[src/sv/ft12_link_frame_receiver_defines.svh]
// Assertion macros for the FT1.2 link frame receiver
`ifndef FT12_LINK_FRAME_RECEIVER_DEFINES_SVH
`define FT12_LINK_FRAME_RECEIVER_DEFINES_SVH

// Condition implies consequence in the same cycle
`define FT12_ASSERT_SAME(lbl, clk, rst_n, ante, cons, msg) \
    lbl: assert property (@(posedge clk) disable iff (!rst_n) (ante) |-> (cons)) \
        else $error(msg);

// Condition implies consequence in the next cycle
`define FT12_ASSERT_NEXT(lbl, clk, rst_n, ante, cons, msg) \
    lbl: assert property (@(posedge clk) disable iff (!rst_n) (ante) |=> (cons)) \
        else $error(msg);

`endif

[src/sv/ft12_pkg.sv]
// Types and constants shared by the FT1.2 link frame receiver
`timescale 1ns / 1ps

package ft12_pkg;

    localparam int ACTION_W       = 2;
    localparam int BYTE_W         = 8;
    localparam int STATUS_W       = 4;
    localparam int TIMEOUT_W      = 15;
    localparam int IDLE_W         = 16;
    localparam int CFG_IDX_W      = 2;
    localparam int CFG_DATA_W     = 15;
    localparam int HDR_DEPTH      = 6;
    localparam int HDR_IDX_W      = 3;

    localparam int DEF_BUF_SIZE      = 255;
    localparam int DEF_MIN_VAR_FRAME = 8;

    localparam logic [BYTE_W-1:0] START_FIX = 8'h10;
    localparam logic [BYTE_W-1:0] START_VAR = 8'h68;
    localparam logic [BYTE_W-1:0] STOP_CHAR = 8'h16;
    localparam logic [BYTE_W-1:0] FIX_LEN   = 8'd5;
    localparam logic [BYTE_W-1:0] VAR_HDR   = 8'd6;
    localparam logic [BYTE_W-1:0] SUM_START = 8'd4;
    localparam int                PRM_BIT   = 6;

    typedef enum logic [ACTION_W-1:0] {
        ACT_BYTE  = 2'd0,
        ACT_TICK  = 2'd1,
        ACT_REARM = 2'd2
    } ft12_action_t;

    typedef enum logic [CFG_IDX_W-1:0] {
        REG_OWN_ADDR   = 2'd0,
        REG_BCAST_ADDR = 2'd1,
        REG_TIMEOUT    = 2'd2
    } ft12_reg_t;

    typedef enum logic [3:0] {
        MODE_OFF  = 4'b0001,
        MODE_READ = 4'b0010,
        MODE_OK   = 4'b0100,
        MODE_ERR  = 4'b1000
    } ft12_mode_t;

    typedef enum logic [STATUS_W-1:0] {
        ST_OK       = 4'd0,
        ST_SHORT    = 4'd1,
        ST_SIZE     = 4'd2,
        ST_STOP     = 4'd3,
        ST_CHECKSUM = 4'd4,
        ST_ADDRESS  = 4'd5,
        ST_PRM      = 4'd6,
        ST_LEN_PAIR = 4'd7,
        ST_LEN_CNT  = 4'd8,
        ST_START2   = 4'd9
    } ft12_status_t;

    typedef struct packed {
        logic [BYTE_W-1:0]    own_address;
        logic [BYTE_W-1:0]    broadcast_address;
        logic [TIMEOUT_W-1:0] timeout_ticks;
    } ft12_cfg_t;

    typedef struct packed {
        logic [ACTION_W-1:0] action;
        logic [BYTE_W-1:0]   byte_value;
    } ft12_item_t;

    typedef struct packed {
        ft12_status_t      status;
        logic              is_variable;
        logic [BYTE_W-1:0] control_byte;
        logic [BYTE_W-1:0] link_address;
        logic [BYTE_W-1:0] byte_count;
    } ft12_result_t;

    typedef struct packed {
        ft12_mode_t        mode;
        logic [BYTE_W-1:0] count;
    } ft12_state_t;

endpackage

[src/sv/ft12_if.sv]
// Valid/ready channel interfaces for input items and result items
`timescale 1ns / 1ps

interface ft12_item_if;
    logic                            valid;
    logic                            ready;
    logic [ft12_pkg::ACTION_W-1:0]   action;
    logic [ft12_pkg::BYTE_W-1:0]     byte_value;

    modport source (output valid, output action, output byte_value, input ready);
    modport sink   (input valid, input action, input byte_value, output ready);
endinterface

interface ft12_result_if;
    logic                            valid;
    logic                            ready;
    logic [ft12_pkg::STATUS_W-1:0]   status;
    logic                            is_variable;
    logic [ft12_pkg::BYTE_W-1:0]     control_byte;
    logic [ft12_pkg::BYTE_W-1:0]     link_address;
    logic [ft12_pkg::BYTE_W-1:0]     byte_count;

    modport source (output valid, output status, output is_variable, output control_byte,
                    output link_address, output byte_count, input ready);
    modport sink   (input valid, input status, input is_variable, input control_byte,
                    input link_address, input byte_count, output ready);
endinterface

[src/sv/ft12_link_frame_receiver.sv]
// Flow: an accepted request waits in the input register until the core takes it; the result
// of the tick that ends a frame is then held in the result register until it is taken.
// Throughput: one request per cycle; the input register and the result register let a new
// request in while a result waits, and the core stalls only while that result is not taken.
// Reset: mode off, counts and sums cleared, registers at their reset values; header
// bytes are not cleared.
`timescale 1ns / 1ps

`include "ft12_link_frame_receiver_defines.svh"

module ft12_link_frame_receiver #(
    parameter int BUF_SIZE      = ft12_pkg::DEF_BUF_SIZE,
    parameter int MIN_VAR_FRAME = ft12_pkg::DEF_MIN_VAR_FRAME
) (
    input  logic                            clk,
    input  logic                            rst_n,
    input  logic                            cfg_wr_en,
    input  logic [ft12_pkg::CFG_IDX_W-1:0]  cfg_index,
    input  logic [ft12_pkg::CFG_DATA_W-1:0] cfg_wr_data,
    ft12_item_if.sink                       item,
    ft12_result_if.source                   result
);
    import ft12_pkg::*;

    localparam logic [BYTE_W-1:0] BUF_LIM = BYTE_W'(BUF_SIZE);

    ft12_cfg_t    cfg_reg;
    ft12_item_t   in_item;
    ft12_item_t   cur_item;
    logic         cur_valid;
    logic         fire;
    logic         res_valid;
    ft12_result_t res;
    ft12_result_t out_res;
    logic         out_valid;
    ft12_state_t  state;

    always_ff @(posedge clk or negedge rst_n)
    begin
        if (!rst_n)
        begin
            cfg_reg.own_address       <= 8'd0;
            cfg_reg.broadcast_address <= 8'd255;
            cfg_reg.timeout_ticks     <= 15'd32767;
        end
        else if (cfg_wr_en)
        begin
            case (cfg_index)
                REG_OWN_ADDR:   cfg_reg.own_address       <= cfg_wr_data[BYTE_W-1:0];
                REG_BCAST_ADDR: cfg_reg.broadcast_address <= cfg_wr_data[BYTE_W-1:0];
                REG_TIMEOUT:    cfg_reg.timeout_ticks     <= cfg_wr_data[TIMEOUT_W-1:0];
                default:        cfg_reg <= cfg_reg;
            endcase
        end
    end

    assign in_item.action     = item.action;
    assign in_item.byte_value = item.byte_value;

    // Advance the core only when the result register is free or being drained
    assign fire = cur_valid && (!out_valid || result.ready);

    ft12_in_stage u_in_stage (
        .clk        (clk),
        .rst_n      (rst_n),
        .in_valid   (item.valid),
        .in_ready   (item.ready),
        .in_item    (in_item),
        .fire       (fire),
        .item_valid (cur_valid),
        .item       (cur_item)
    );

    ft12_core #(
        .BUF_SIZE      (BUF_SIZE),
        .MIN_VAR_FRAME (MIN_VAR_FRAME)
    ) u_core (
        .clk       (clk),
        .rst_n     (rst_n),
        .fire      (fire),
        .item      (cur_item),
        .cfg       (cfg_reg),
        .res_valid (res_valid),
        .res       (res),
        .state     (state)
    );

    ft12_out_stage u_out_stage (
        .clk       (clk),
        .rst_n     (rst_n),
        .fire      (fire),
        .res_valid (res_valid),
        .res       (res),
        .out_ready (result.ready),
        .out_valid (out_valid),
        .out_res   (out_res)
    );

    assign result.valid        = out_valid;
    assign result.status       = out_res.status;
    assign result.is_variable  = out_res.is_variable;
    assign result.control_byte = out_res.control_byte;
    assign result.link_address = out_res.link_address;
    assign result.byte_count   = out_res.byte_count;

    `FT12_ASSERT_NEXT(a_hold_on_stall, clk, rst_n, out_valid && !result.ready,
        $stable(state.mode), "frame state advanced while a result was stalled")
    `FT12_ASSERT_NEXT(a_result_mode, clk, rst_n, fire && res_valid,
        state.mode == MODE_OK || state.mode == MODE_ERR, "result did not leave listening")
    `FT12_ASSERT_SAME(a_result_from_tick, clk, rst_n, $rose(out_valid),
        $past(fire && cur_item.action == ACT_TICK), "result without a tick request")
    `FT12_ASSERT_SAME(a_count_bound, clk, rst_n, 1'b1,
        state.count <= BUF_LIM, "stored byte count beyond buffer size")

endmodule

[src/sv/ft12_in_stage.sv]
// Input register that holds one request until the core takes it
`timescale 1ns / 1ps

module ft12_in_stage (
    input  logic                 clk,
    input  logic                 rst_n,
    input  logic                 in_valid,
    output logic                 in_ready,
    input  ft12_pkg::ft12_item_t in_item,
    input  logic                 fire,
    output logic                 item_valid,
    output ft12_pkg::ft12_item_t item
);
    import ft12_pkg::*;

    logic       valid_reg;
    logic       valid_next;
    ft12_item_t item_reg;

    assign in_ready   = !valid_reg || fire;
    assign item_valid = valid_reg;
    assign item       = item_reg;

    always_comb
    begin
        valid_next = valid_reg;
        if (in_valid && in_ready)
        begin
            valid_next = 1'b1;
        end
        else if (fire)
        begin
            valid_next = 1'b0;
        end
    end

    always_ff @(posedge clk or negedge rst_n)
    begin
        if (!rst_n)
        begin
            valid_reg <= 1'b0;
        end
        else
        begin
            valid_reg <= valid_next;
        end
    end

    always_ff @(posedge clk)
    begin
        if (in_valid && in_ready)
        begin
            item_reg <= in_item;
        end
    end

endmodule

[src/sv/ft12_core.sv]
// Frame state, header store and frame checks; one request per cycle while fire is high
`timescale 1ns / 1ps

module ft12_core #(
    parameter int BUF_SIZE      = ft12_pkg::DEF_BUF_SIZE,
    parameter int MIN_VAR_FRAME = ft12_pkg::DEF_MIN_VAR_FRAME
) (
    input  logic                   clk,
    input  logic                   rst_n,
    input  logic                   fire,
    input  ft12_pkg::ft12_item_t   item,
    input  ft12_pkg::ft12_cfg_t    cfg,
    output logic                   res_valid,
    output ft12_pkg::ft12_result_t res,
    output ft12_pkg::ft12_state_t  state
);
    import ft12_pkg::*;

    localparam logic [BYTE_W-1:0] BUF_LIM = BYTE_W'(BUF_SIZE);
    localparam logic [BYTE_W-1:0] MIN_VAR = BYTE_W'(MIN_VAR_FRAME);

    ft12_mode_t        mode_reg,   mode_next;
    logic [BYTE_W-1:0] count_reg,  count_next;
    logic [IDLE_W-1:0] idle_reg,   idle_next;
    logic [BYTE_W-1:0] sum_reg,    sum_next;
    logic [BYTE_W-1:0] last_reg,   last_next;
    logic [BYTE_W-1:0] before_reg, before_next;
    logic [BYTE_W-1:0] hdr_reg [HDR_DEPTH];

    logic              hdr_we;
    logic [IDLE_W-1:0] idle_inc;
    logic              addr_fix_ok;
    logic              addr_var_ok;
    logic [BYTE_W-1:0] crc;
    ft12_status_t      fix_status;
    ft12_status_t      var_status;
    ft12_result_t      frame_res;

    assign state.mode  = mode_reg;
    assign state.count = count_reg;

    assign idle_inc    = (idle_reg == '1) ? idle_reg : idle_reg + IDLE_W'(1);
    assign addr_fix_ok = (hdr_reg[2] == cfg.own_address) || (hdr_reg[2] == cfg.broadcast_address);
    assign addr_var_ok = (hdr_reg[5] == cfg.own_address) || (hdr_reg[5] == cfg.broadcast_address);
    assign crc         = sum_reg - last_reg - before_reg;

    // Fixed frame: first failing check wins
    always_comb
    begin
        if (count_reg != FIX_LEN)
            fix_status = ST_SIZE;
        else if (hdr_reg[4] != STOP_CHAR)
            fix_status = ST_STOP;
        else if (hdr_reg[3] != BYTE_W'(hdr_reg[1] + hdr_reg[2]))
            fix_status = ST_CHECKSUM;
        else if (!addr_fix_ok)
            fix_status = ST_ADDRESS;
        else if (!hdr_reg[1][PRM_BIT])
            fix_status = ST_PRM;
        else
            fix_status = ST_OK;
    end

    // Variable frame: first failing check wins
    always_comb
    begin
        if (count_reg < MIN_VAR)
            var_status = ST_SIZE;
        else if (hdr_reg[1] != hdr_reg[2])
            var_status = ST_LEN_PAIR;
        else if (hdr_reg[1] != BYTE_W'(count_reg - VAR_HDR))
            var_status = ST_LEN_CNT;
        else if (hdr_reg[3] != START_VAR)
            var_status = ST_START2;
        else if (!addr_var_ok)
            var_status = ST_ADDRESS;
        else if (last_reg != STOP_CHAR)
            var_status = ST_STOP;
        else if (before_reg != crc)
            var_status = ST_CHECKSUM;
        else if (!hdr_reg[4][PRM_BIT])
            var_status = ST_PRM;
        else
            var_status = ST_OK;
    end

    // Result fields; absent header bytes read as zero
    always_comb
    begin
        frame_res            = '0;
        frame_res.status     = ST_SHORT;
        frame_res.byte_count = count_reg;
        if (hdr_reg[0] == START_FIX)
        begin
            if (count_reg > 8'd1)
                frame_res.control_byte = hdr_reg[1];
            if (count_reg > 8'd2)
                frame_res.link_address = hdr_reg[2];
            if (count_reg >= FIX_LEN)
                frame_res.status = fix_status;
        end
        else if (hdr_reg[0] == START_VAR)
        begin
            frame_res.is_variable = 1'b1;
            if (count_reg > 8'd4)
                frame_res.control_byte = hdr_reg[4];
            if (count_reg > 8'd5)
                frame_res.link_address = hdr_reg[5];
            if (count_reg >= FIX_LEN)
                frame_res.status = var_status;
        end
    end

    assign res = frame_res;

    always_comb
    begin
        mode_next   = mode_reg;
        count_next  = count_reg;
        idle_next   = idle_reg;
        sum_next    = sum_reg;
        last_next   = last_reg;
        before_next = before_reg;
        hdr_we      = 1'b0;
        res_valid   = 1'b0;
        if (fire)
        begin
            case (item.action)
                ACT_BYTE:
                begin
                    if (mode_reg == MODE_READ)
                    begin
                        if (count_reg < BUF_LIM)
                        begin
                            hdr_we      = (count_reg < BYTE_W'(HDR_DEPTH));
                            before_next = last_reg;
                            last_next   = item.byte_value;
                            count_next  = count_reg + BYTE_W'(1);
                            if (count_reg >= SUM_START)
                                sum_next = sum_reg + item.byte_value;
                        end
                        idle_next = '0;
                    end
                end
                ACT_TICK:
                begin
                    idle_next = idle_inc;
                    if (mode_reg == MODE_ERR)
                    begin
                        // Listen again after twice the timeout
                        if (idle_inc >= {cfg.timeout_ticks, 1'b0})
                        begin
                            mode_next   = MODE_READ;
                            count_next  = '0;
                            idle_next   = '0;
                            sum_next    = '0;
                            last_next   = '0;
                            before_next = '0;
                        end
                    end
                    else if (mode_reg == MODE_READ && idle_inc >= {1'b0, cfg.timeout_ticks}
                             && count_reg != '0)
                    begin
                        res_valid = 1'b1;
                        mode_next = (frame_res.status == ST_OK) ? MODE_OK : MODE_ERR;
                    end
                end
                ACT_REARM:
                begin
                    mode_next   = MODE_READ;
                    count_next  = '0;
                    idle_next   = '0;
                    sum_next    = '0;
                    last_next   = '0;
                    before_next = '0;
                end
                default:
                begin
                    mode_next = mode_reg;
                end
            endcase
        end
    end

    always_ff @(posedge clk or negedge rst_n)
    begin
        if (!rst_n)
        begin
            mode_reg   <= MODE_OFF;
            count_reg  <= '0;
            idle_reg   <= '0;
            sum_reg    <= '0;
            last_reg   <= '0;
            before_reg <= '0;
        end
        else
        begin
            mode_reg   <= mode_next;
            count_reg  <= count_next;
            idle_reg   <= idle_next;
            sum_reg    <= sum_next;
            last_reg   <= last_next;
            before_reg <= before_next;
        end
    end

    always_ff @(posedge clk)
    begin
        if (hdr_we)
        begin
            hdr_reg[count_reg[HDR_IDX_W-1:0]] <= item.byte_value;
        end
    end

endmodule

[src/sv/ft12_out_stage.sv]
// Result register that holds a check result until the sink takes it
`timescale 1ns / 1ps

module ft12_out_stage (
    input  logic                   clk,
    input  logic                   rst_n,
    input  logic                   fire,
    input  logic                   res_valid,
    input  ft12_pkg::ft12_result_t res,
    input  logic                   out_ready,
    output logic                   out_valid,
    output ft12_pkg::ft12_result_t out_res
);
    import ft12_pkg::*;

    logic         valid_reg;
    logic         valid_next;
    ft12_result_t res_reg;

    assign out_valid = valid_reg;
    assign out_res   = res_reg;

    always_comb
    begin
        valid_next = valid_reg;
        if (fire)
        begin
            valid_next = res_valid;
        end
        else if (out_ready)
        begin
            valid_next = 1'b0;
        end
    end

    always_ff @(posedge clk or negedge rst_n)
    begin
        if (!rst_n)
        begin
            valid_reg <= 1'b0;
        end
        else
        begin
            valid_reg <= valid_next;
        end
    end

    always_ff @(posedge clk)
    begin
        if (fire && res_valid)
        begin
            res_reg <= res;
        end
    end

endmodule
[src/flat_wrapper.sv]
// flat-port wrapper written by rule: the top's interface ports become plain ports
module ft12_link_frame_receiver_flat import ft12_pkg::*;
#(
    parameter int BUF_SIZE      = ft12_pkg::DEF_BUF_SIZE,
    parameter int MIN_VAR_FRAME = ft12_pkg::DEF_MIN_VAR_FRAME
)
  (clk, rst_n, cfg_wr_en, cfg_index, cfg_wr_data, item_valid, item_action, item_byte_value, item_ready, result_valid, result_status, result_is_variable, result_control_byte, result_link_address, result_byte_count, result_ready);
  ft12_item_if item_i ();
  ft12_result_if result_i ();
  input  logic clk;
  input  logic rst_n;
  input  logic cfg_wr_en;
  input  logic [ft12_pkg::CFG_IDX_W-1:0] cfg_index;
  input  logic [ft12_pkg::CFG_DATA_W-1:0] cfg_wr_data;
  input wire logic [$bits(item_i.valid)-1:0] item_valid;
  input wire logic [$bits(item_i.action)-1:0] item_action;
  input wire logic [$bits(item_i.byte_value)-1:0] item_byte_value;
  output wire logic [$bits(item_i.ready)-1:0] item_ready;
  output wire logic [$bits(result_i.valid)-1:0] result_valid;
  output wire logic [$bits(result_i.status)-1:0] result_status;
  output wire logic [$bits(result_i.is_variable)-1:0] result_is_variable;
  output wire logic [$bits(result_i.control_byte)-1:0] result_control_byte;
  output wire logic [$bits(result_i.link_address)-1:0] result_link_address;
  output wire logic [$bits(result_i.byte_count)-1:0] result_byte_count;
  input wire logic [$bits(result_i.ready)-1:0] result_ready;
  assign item_i.valid = item_valid;
  assign item_i.action = item_action;
  assign item_i.byte_value = item_byte_value;
  assign item_ready = item_i.ready;
  assign result_valid = result_i.valid;
  assign result_status = result_i.status;
  assign result_is_variable = result_i.is_variable;
  assign result_control_byte = result_i.control_byte;
  assign result_link_address = result_i.link_address;
  assign result_byte_count = result_i.byte_count;
  assign result_i.ready = result_ready;
  ft12_link_frame_receiver #(.BUF_SIZE(BUF_SIZE), .MIN_VAR_FRAME(MIN_VAR_FRAME)) u_core (.clk(clk), .rst_n(rst_n), .cfg_wr_en(cfg_wr_en), .cfg_index(cfg_index), .cfg_wr_data(cfg_wr_data), .item(item_i), .result(result_i));
endmodule
[config.mk]
export PLATFORM = sky130hd
export DESIGN_NAME = ft12_link_frame_receiver_flat
export DESIGN_NICKNAME = d
export VERILOG_FILES = /design/src/sv/ft12_pkg.sv /design/src/sv/ft12_if.sv /design/src/sv/ft12_link_frame_receiver.sv /design/src/sv/ft12_in_stage.sv /design/src/sv/ft12_core.sv /design/src/sv/ft12_out_stage.sv /design/src/flat_wrapper.sv
export VERILOG_INCLUDE_DIRS = /design/src /design/src/sv
export SDC_FILE = /design/constraint.sdc
export NUM_CORES = 1
export LEC_CHECK = 0
export ABC_AREA = 1
export BUFFER_PORTS_ARGS = -buffer_cell sky130_fd_sc_hd__buf_2
export CAP_MARGIN = 40
export CORE_MARGIN = 3
export CORE_UTILIZATION = 65
export CTS_CLUSTER_SIZE = 16
export DETAILED_ROUTE_END_ITERATION = 10
export GPL_ROUTABILITY_DRIVEN = 1
export PLACE_DENSITY = 0.84
export SYNTH_ARGS = -nofsm -noshare
export SYNTH_HDL_FRONTEND = slang
export SYNTH_SLANG_ARGS = --single-unit
[constraint.sdc]
create_clock -name clk -period 13.6 [get_ports clk]
set_clock_uncertainty 0.2 [all_clocks]
set_input_delay 2.04 -clock clk [delete_from_list [all_inputs] [get_ports clk]]
set_output_delay 2.04 -clock clk [all_outputs]
set_load 0.05 [all_outputs]
==> flow_summary.toml, run 1 <==
[die]
die_area_um2 = 17500
die_x_um = 132
die_h_um = 132
start_util = 0.672
rows = 45
pin_count = 63
core_area_um2 = 15400

[route]
drc = 0
drt_iter0_drc = 855
ant_nets = 0
wl_per_cell_um = 16.9
via_per_inst = 5.72
drt-total-wl_um = 24600
drt_pass1_iterations = 6
num_vias = 8349

[clock_network]
postCtsHoldBufs = 0
clk-insertion-delay-late_ns = 0.44
cts.clk_slew.worst_paths_ns = 0.07
root_buffer = "clkbuf_16"
post_cts_buffers = 0
cts_tree = "built"
postCtsResizedCells = 0
cts_made_buffers = 17
cts_buffer_depth = 2
cts.htree.levels = 4
cts.sinks = 171

[placement]
gp_congestion = 0.920
hpwl_um = 18100
numPortBuffers = 62

[setup_path]
crit_chain = "buf_2, inv_1, nand3_1, buf_2"
end_kind = "primary output"
cpPeakStageDelay_ns = 0.23
required_ns = 11.36
slowest_stage = "buf_2"
cp.arrival_ns = 2.55
critical_path.max_fanout = 3
r2r_start = "u_core.u_core.idle_reg[0]"
crit_type = "in -> out"
crit_top_cell = "buf_2"
start_kind = "primary input"
cp-startpoint = "result_ready"

[hold_path]
min_path_type = "reg -> reg"
hp-start = "u_core.cfg_reg[6]"

[power]
power_density_nw_per_um2 = 172
ir_worst_vdd_uv = 201
p_leak_uw = 0.00533
p_switching_uw = 815
swShare = 0.413
p_int_uw = 1160
p_comb_frac = 0.403
seqPwrFrac = 0.350
clkPwrFrac = 0.247

[yosys]
ys_warn_count = 0
syn_avg_cell_area_um2 = 8.88
syn_area_um2 = 10300
synth.distinct_cells = 56
ys_seq_area_frac = 0.459
synth-edff-count = 87
async_flop_share = 0.491
netlist_instances = 1164
synth-seq-cells = 171
syn_nets = 1270
synth_ff_type = "edfxtp_1"

[timing]
setup_viol = 0
slew_viol_final = 0
slew_headroom = 0.432
finalHoldViolCount = 0
period_minus_slack_ns = 4.79
holdWs_ns = 0.295
fin_setup_tns_ns = 0
tightest_slew_ns = 0.850
finalCritPeriodShare = 0.352
max_freq_mhz = 209
rsz0062_at_grt = "no"

[global_routing]
grt_pass1_vias = 8271
track_usage = 0.288
grt_overflow = 0
antenna_found_initial = 0
grt_max_degree = 67
grt_pass1_wl_um = 40300

[finish]
n_antenna_cell = 0
fin_nets = 1341
drive_gt1_frac = 0.149
final_cell_mix = "nand2_1 (246), inv_1 (194), edfxtp_1 (87)"
n_fill_cell = 1103
largest_reg_flops = 48
final_common_cell = "nand2_1"
synthToLayoutAreaGrowth_pct = 11.1

[job]
max_cap_viol_count = 0

[status]
outcome = "finished, final reports clean"
[cells in the mapped netlist, drive strengths merged, types with 3 or more instances]
| cell | instances | area, um^2 |
|---|---|---|
| o22ai | 14 | 87.6 |
| fa | 9 | 180 |
| nor3 | 23 | 131 |
| ha | 65 | 813 |
| nand3 | 80 | 475 |
| xor2 | 38 | 340 |
| buf | 9 | 93.8 |
| nor2 | 83 | 345 |
| clkbuf | 9 | 33.8 |
| dfrtp | 60 | 1500 |
| nand2 | 253 | 972 |
| o21bai | 3 | 22.5 |
| dfstp | 24 | 631 |
| nor4 | 14 | 93.8 |
| xnor2 | 19 | 166 |
| a21oi | 46 | 230 |
| o31ai | 14 | 105 |
| inv | 199 | 752 |
| nand4 | 24 | 171 |
| or2 | 4 | 25.0 |
| o21ai | 70 | 418 |
| edfxtp | 87 | 2610 |
[critical path: cells and delay by family]
family | cells | cell delay [ns]
and+or+nand+nor | 1 | 0.11
buffers and inverters | 3 | 0.40
[through the flow]
stage                      util  power [uW]  cells  setup WS (ns)  cell area, um^2
after detailed placement  0.708        1470   1427           8.81            10900
after floorplan               -        1290   1164           8.84            10300
after global placement    0.704        1430   1422           8.82            10800
after global routing      0.747        2120   1459           8.76            11500
after CTS                 0.747        1970   1459           8.80            11500
final                     0.747        1970   1459           8.81            11500
[area by class of cell]
cell class / count / area [um^2] / area share
inverter: 199 / 752 / 0.0655
multi-input combinational: 776 / 4720 / 0.411
timing repair buffer: 70 / 408 / 0.0355
clock inverter: 15 / 169 / 0.0147
sequential: 171 / 4740 / 0.413
tap: 211 / 264 / 0.0230
clock buffer: 17 / 425 / 0.0371
[power by group through the flow]
stage | registers (uW) | logic (uW) | clock network (uW)
after detailed placement | 697 | 775 | 0
after CTS | 688 | 789 | 490
final | 690 | 795 | 488
after global placement | 694 | 734 | 0
after floorplan | 669 | 621 | 0
after global routing | 698 | 912 | 514
[per-layer routing]
| metal | GRT usage | routed length (um) |
|---|---|---|
| met1 | 0.362 | 9570 |
| met2 | 0.490 | 12200 |
| met3 | 0.0641 | 1970 |
| met4 | 0.109 | 895 |
| met5 | 0 | 0 |
[final timing paths]
check	endpoint	slack (ns)	cells past startpoint
hold reg to reg	u_core.cfg_reg[6]	0.29	2
setup reg to reg	u_core.u_core.count_reg[6]	9.21	25
hold / removal	u_core.cfg_reg[6]	0.29	2
min in group asynchronous	u_core.cfg_reg[29]	1.23	1
max in group asynchronous	u_core.u_core.mode_reg[0]	11.18	3
setup / recovery	item_ready	8.81	4
[logic make-up (layout without fill, tap and decap cells)]
family | after synthesis | after routing | synth area share
AOI/OAI and AO/OA | 156 | 156 | 0.0903
xor gates and xnor gates | 57 | 57 | 0.0490
adders and majority gates | 74 | 74 | 0.0961
buffers and inverters | 217 | 301 | 0.0851
DFF | 171 | 171 | 0.459
muxes | 1 | 1 | 0.000968
and+or+nand+nor | 488 | 488 | 0.219
Note: power is estimated with default switching activity, not from simulation.
==> run 2, diff against run 1 <==
--- a/config.mk
+++ b/config.mk
@@ -10,11 +10,11 @@
 export BUFFER_PORTS_ARGS = -buffer_cell sky130_fd_sc_hd__buf_2
 export CAP_MARGIN = 40
 export CORE_MARGIN = 3
-export CORE_UTILIZATION = 65
+export CORE_UTILIZATION = 62
 export CTS_CLUSTER_SIZE = 16
 export DETAILED_ROUTE_END_ITERATION = 10
 export GPL_ROUTABILITY_DRIVEN = 1
-export PLACE_DENSITY = 0.84
+export PLACE_DENSITY = 0.81
 export SYNTH_ARGS = -nofsm -noshare
 export SYNTH_HDL_FRONTEND = slang
 export SYNTH_SLANG_ARGS = --single-unit
==> constraint.sdc (replaced) <==
create_clock -name clk -period 4.9 [get_ports clk]
set_clock_uncertainty 0.2 [all_clocks]
set_input_delay 0.735 -clock clk [delete_from_list [all_inputs] [get_ports clk]]
set_output_delay 0.735 -clock clk [all_outputs]
set_load 0.05 [all_outputs]
==> run 2 against run 1 <==
Count of clock-buffer cells in the layout unchanged. Sequential power rose to 2.8 times the previous value. Setup slack worse by 8.2 ns. Global-route usage down 1.4 points. Sequential cell count unchanged. Cell area about the same. Clock power rose to 2.8 times the previous value. Cell count up 0.27%. Via count down 1.4%. First-iteration DRC count down 27%. Total power rose to 2.8 times the previous value.
==> flow_summary.toml, run 2 (synthesis gave the netlist of run 1 again) <==
[clock_network]
root_buffer = "clkbuf_16"
cts_buffer_depth = 2
cts.clk_slew.worst_paths_ns = 0.07
cts_made_buffers = 17
postCtsHoldBufs = 0
cts_tree = "built"
postCtsResizedCells = 0
post_cts_buffers = 0
cts.sinks = 171
clk-insertion-delay-late_ns = 0.45
cts.htree.levels = 4

[die]
die_h_um = 135
die_area_um2 = 18300
die_x_um = 135
core_area_um2 = 16100
start_util = 0.641
pin_count = 63
rows = 46

[power]
power_density_nw_per_um2 = 479
p_comb_frac = 0.401
p_int_uw = 3220
seqPwrFrac = 0.349
ir_worst_vdd_uv = 834
p_leak_uw = 0.00532
clkPwrFrac = 0.250
p_switching_uw = 2280
swShare = 0.414

[global_routing]
use_met2 = 0.453
grt_pass1_vias = 7931
grt_max_degree = 47
grt_pass1_wl_um = 39100
antenna_found_initial = 0
track_usage = 0.273
met3_usage = 0.0577
grt.met1_usage = 0.358
grt_overflow = 0
grt_busiest_layer = "met2"

[timing]
fin_setup_tns_ns = 0
tightest_slew_ns = 0.825
slew_viol_final = 0
finalCritPeriodShare = 0.871
period_minus_slack_ns = 4.27
slew_headroom = 0.448
rsz0062_at_grt = "no"
max_freq_mhz = 234
finalHoldViolCount = 0
setup_viol = 0

[placement]
numPortBuffers = 62
gp_congestion = 0.953
hpwl_um = 17800

[route]
drt_pass1_iterations = 7
wl_per_cell_um = 16.5
ant_nets = 0
drt-total-wl_um = 24100
via_per_inst = 5.63
num_vias = 8230
drt_iter0_drc = 625
drc = 0

[setup_path]
slowest_stage = "nor4_1"
crit_chain = "ha_1, nand3_1, nor2_1, inv_1, or3_4, nor2_4, nand2_2, nand3_2, nor2_1, xor2_1, inv_1, ha_1, nand2_1, nor4_1, a21oi_1, nand3_2, nand2_2, inv_2, nand2_4, inv_6, nand4_1, o21ai_2"
r2r_start = "u_core.u_core.idle_reg[0]"
cp.arrival_ns = 4.44
end_kind = "register"
crit_type = "reg -> reg"
cpPeakStageDelay_ns = 0.52
rrSetupSlack_ns = 0.63
rr_endpoint = "u_core.u_core.count_reg[3]"
start_kind = "register"
critical_path.max_fanout = 36
required_ns = 5.07
r2r_cells = 22

[finish]
final_util = 0.713
largest_reg_flops = 48
synthToLayoutAreaGrowth_pct = 11.1
final_common_cell = "nand2_1"
fin_nets = 1340
final_cell_mix = "nand2_1 (246), inv_1 (194), edfxtp_1 (87)"
drive_gt1_frac = 0.148
n_antenna_cell = 0

[job]
max_cap_viol_count = 0

[status]
outcome = "finished, final reports clean"

[hold_path]
min_path_type = "in -> async"
## run 2: final cells by class
cell class	count	area [um^2]
clock buffer	17	425
fill	1207	4630
sequential	171	4740
multi-input combinational	776	4720
tap	216	270
clock inverter	15	190
inverter	199	752
timing repair buffer	69	383
## run 2: how the worst max path moves through the flow
stage                                   start                            end  cells after the start
finish              u_core.u_core.idle_reg[0]     u_core.u_core.count_reg[3]                     22
detailed placement  u_core.u_core.idle_reg[0]     u_core.u_core.count_reg[3]                     22
floorplan           u_core.u_core.idle_reg[0]  u_core.u_out_stage.out_res[0]                     19
global placement    u_core.u_core.idle_reg[0]       u_core.u_core.sum_reg[1]                     20
CTS                 u_core.u_core.idle_reg[0]     u_core.u_core.count_reg[0]                     22
global route        u_core.u_core.idle_reg[0]     u_core.u_core.count_reg[0]                     22
## run 2: metal layers
metal	vias up	part of all wire	wire length, um
li1	3990	-	-
met1	3890	0.42	10000
met2	284	0.49	11700
met3	66	0.068	1640
met4	0	0.029	707
met5	-	0	0
## run 2: stage by stage
step	cells	total power [uW]	area [um^2]	worst slack (ns)	hold WS, ns
after floorplan	1164	3580	10300	0.622	0.220
after global placement	1428	4000	10800	0.804	0.278
after detailed placement	1431	4110	10900	0.727	0.287
after CTS	1463	5500	11500	0.707	0.107
after global routing	1463	5950	11500	0.245	0.125
final	1463	5500	11500	0.633	0.0812
## run 2: power by group through the flow
stage	logic [uW]	clock network [uW]	registers (uW)
after floorplan	1720	0	1860
after global placement	2060	0	1930
after detailed placement	2170	0	1940
after CTS	2200	1390	1910
after global routing	2550	1450	1940
final	2210	1380	1920
## run 2: worst max-delay path: cells and delay by family, from the launching register on
| family | cells | cell delay (ns) |
|---|---|---|
| buf+inv | 4 | 0.59 |
| fa+ha+maj | 2 | 0.53 |
| flops | 1 | 0.37 |
| simple gates | 13 | 2.04 |
| xor+xnor | 1 | 0.16 |
| compound gates | 2 | 0.29 |
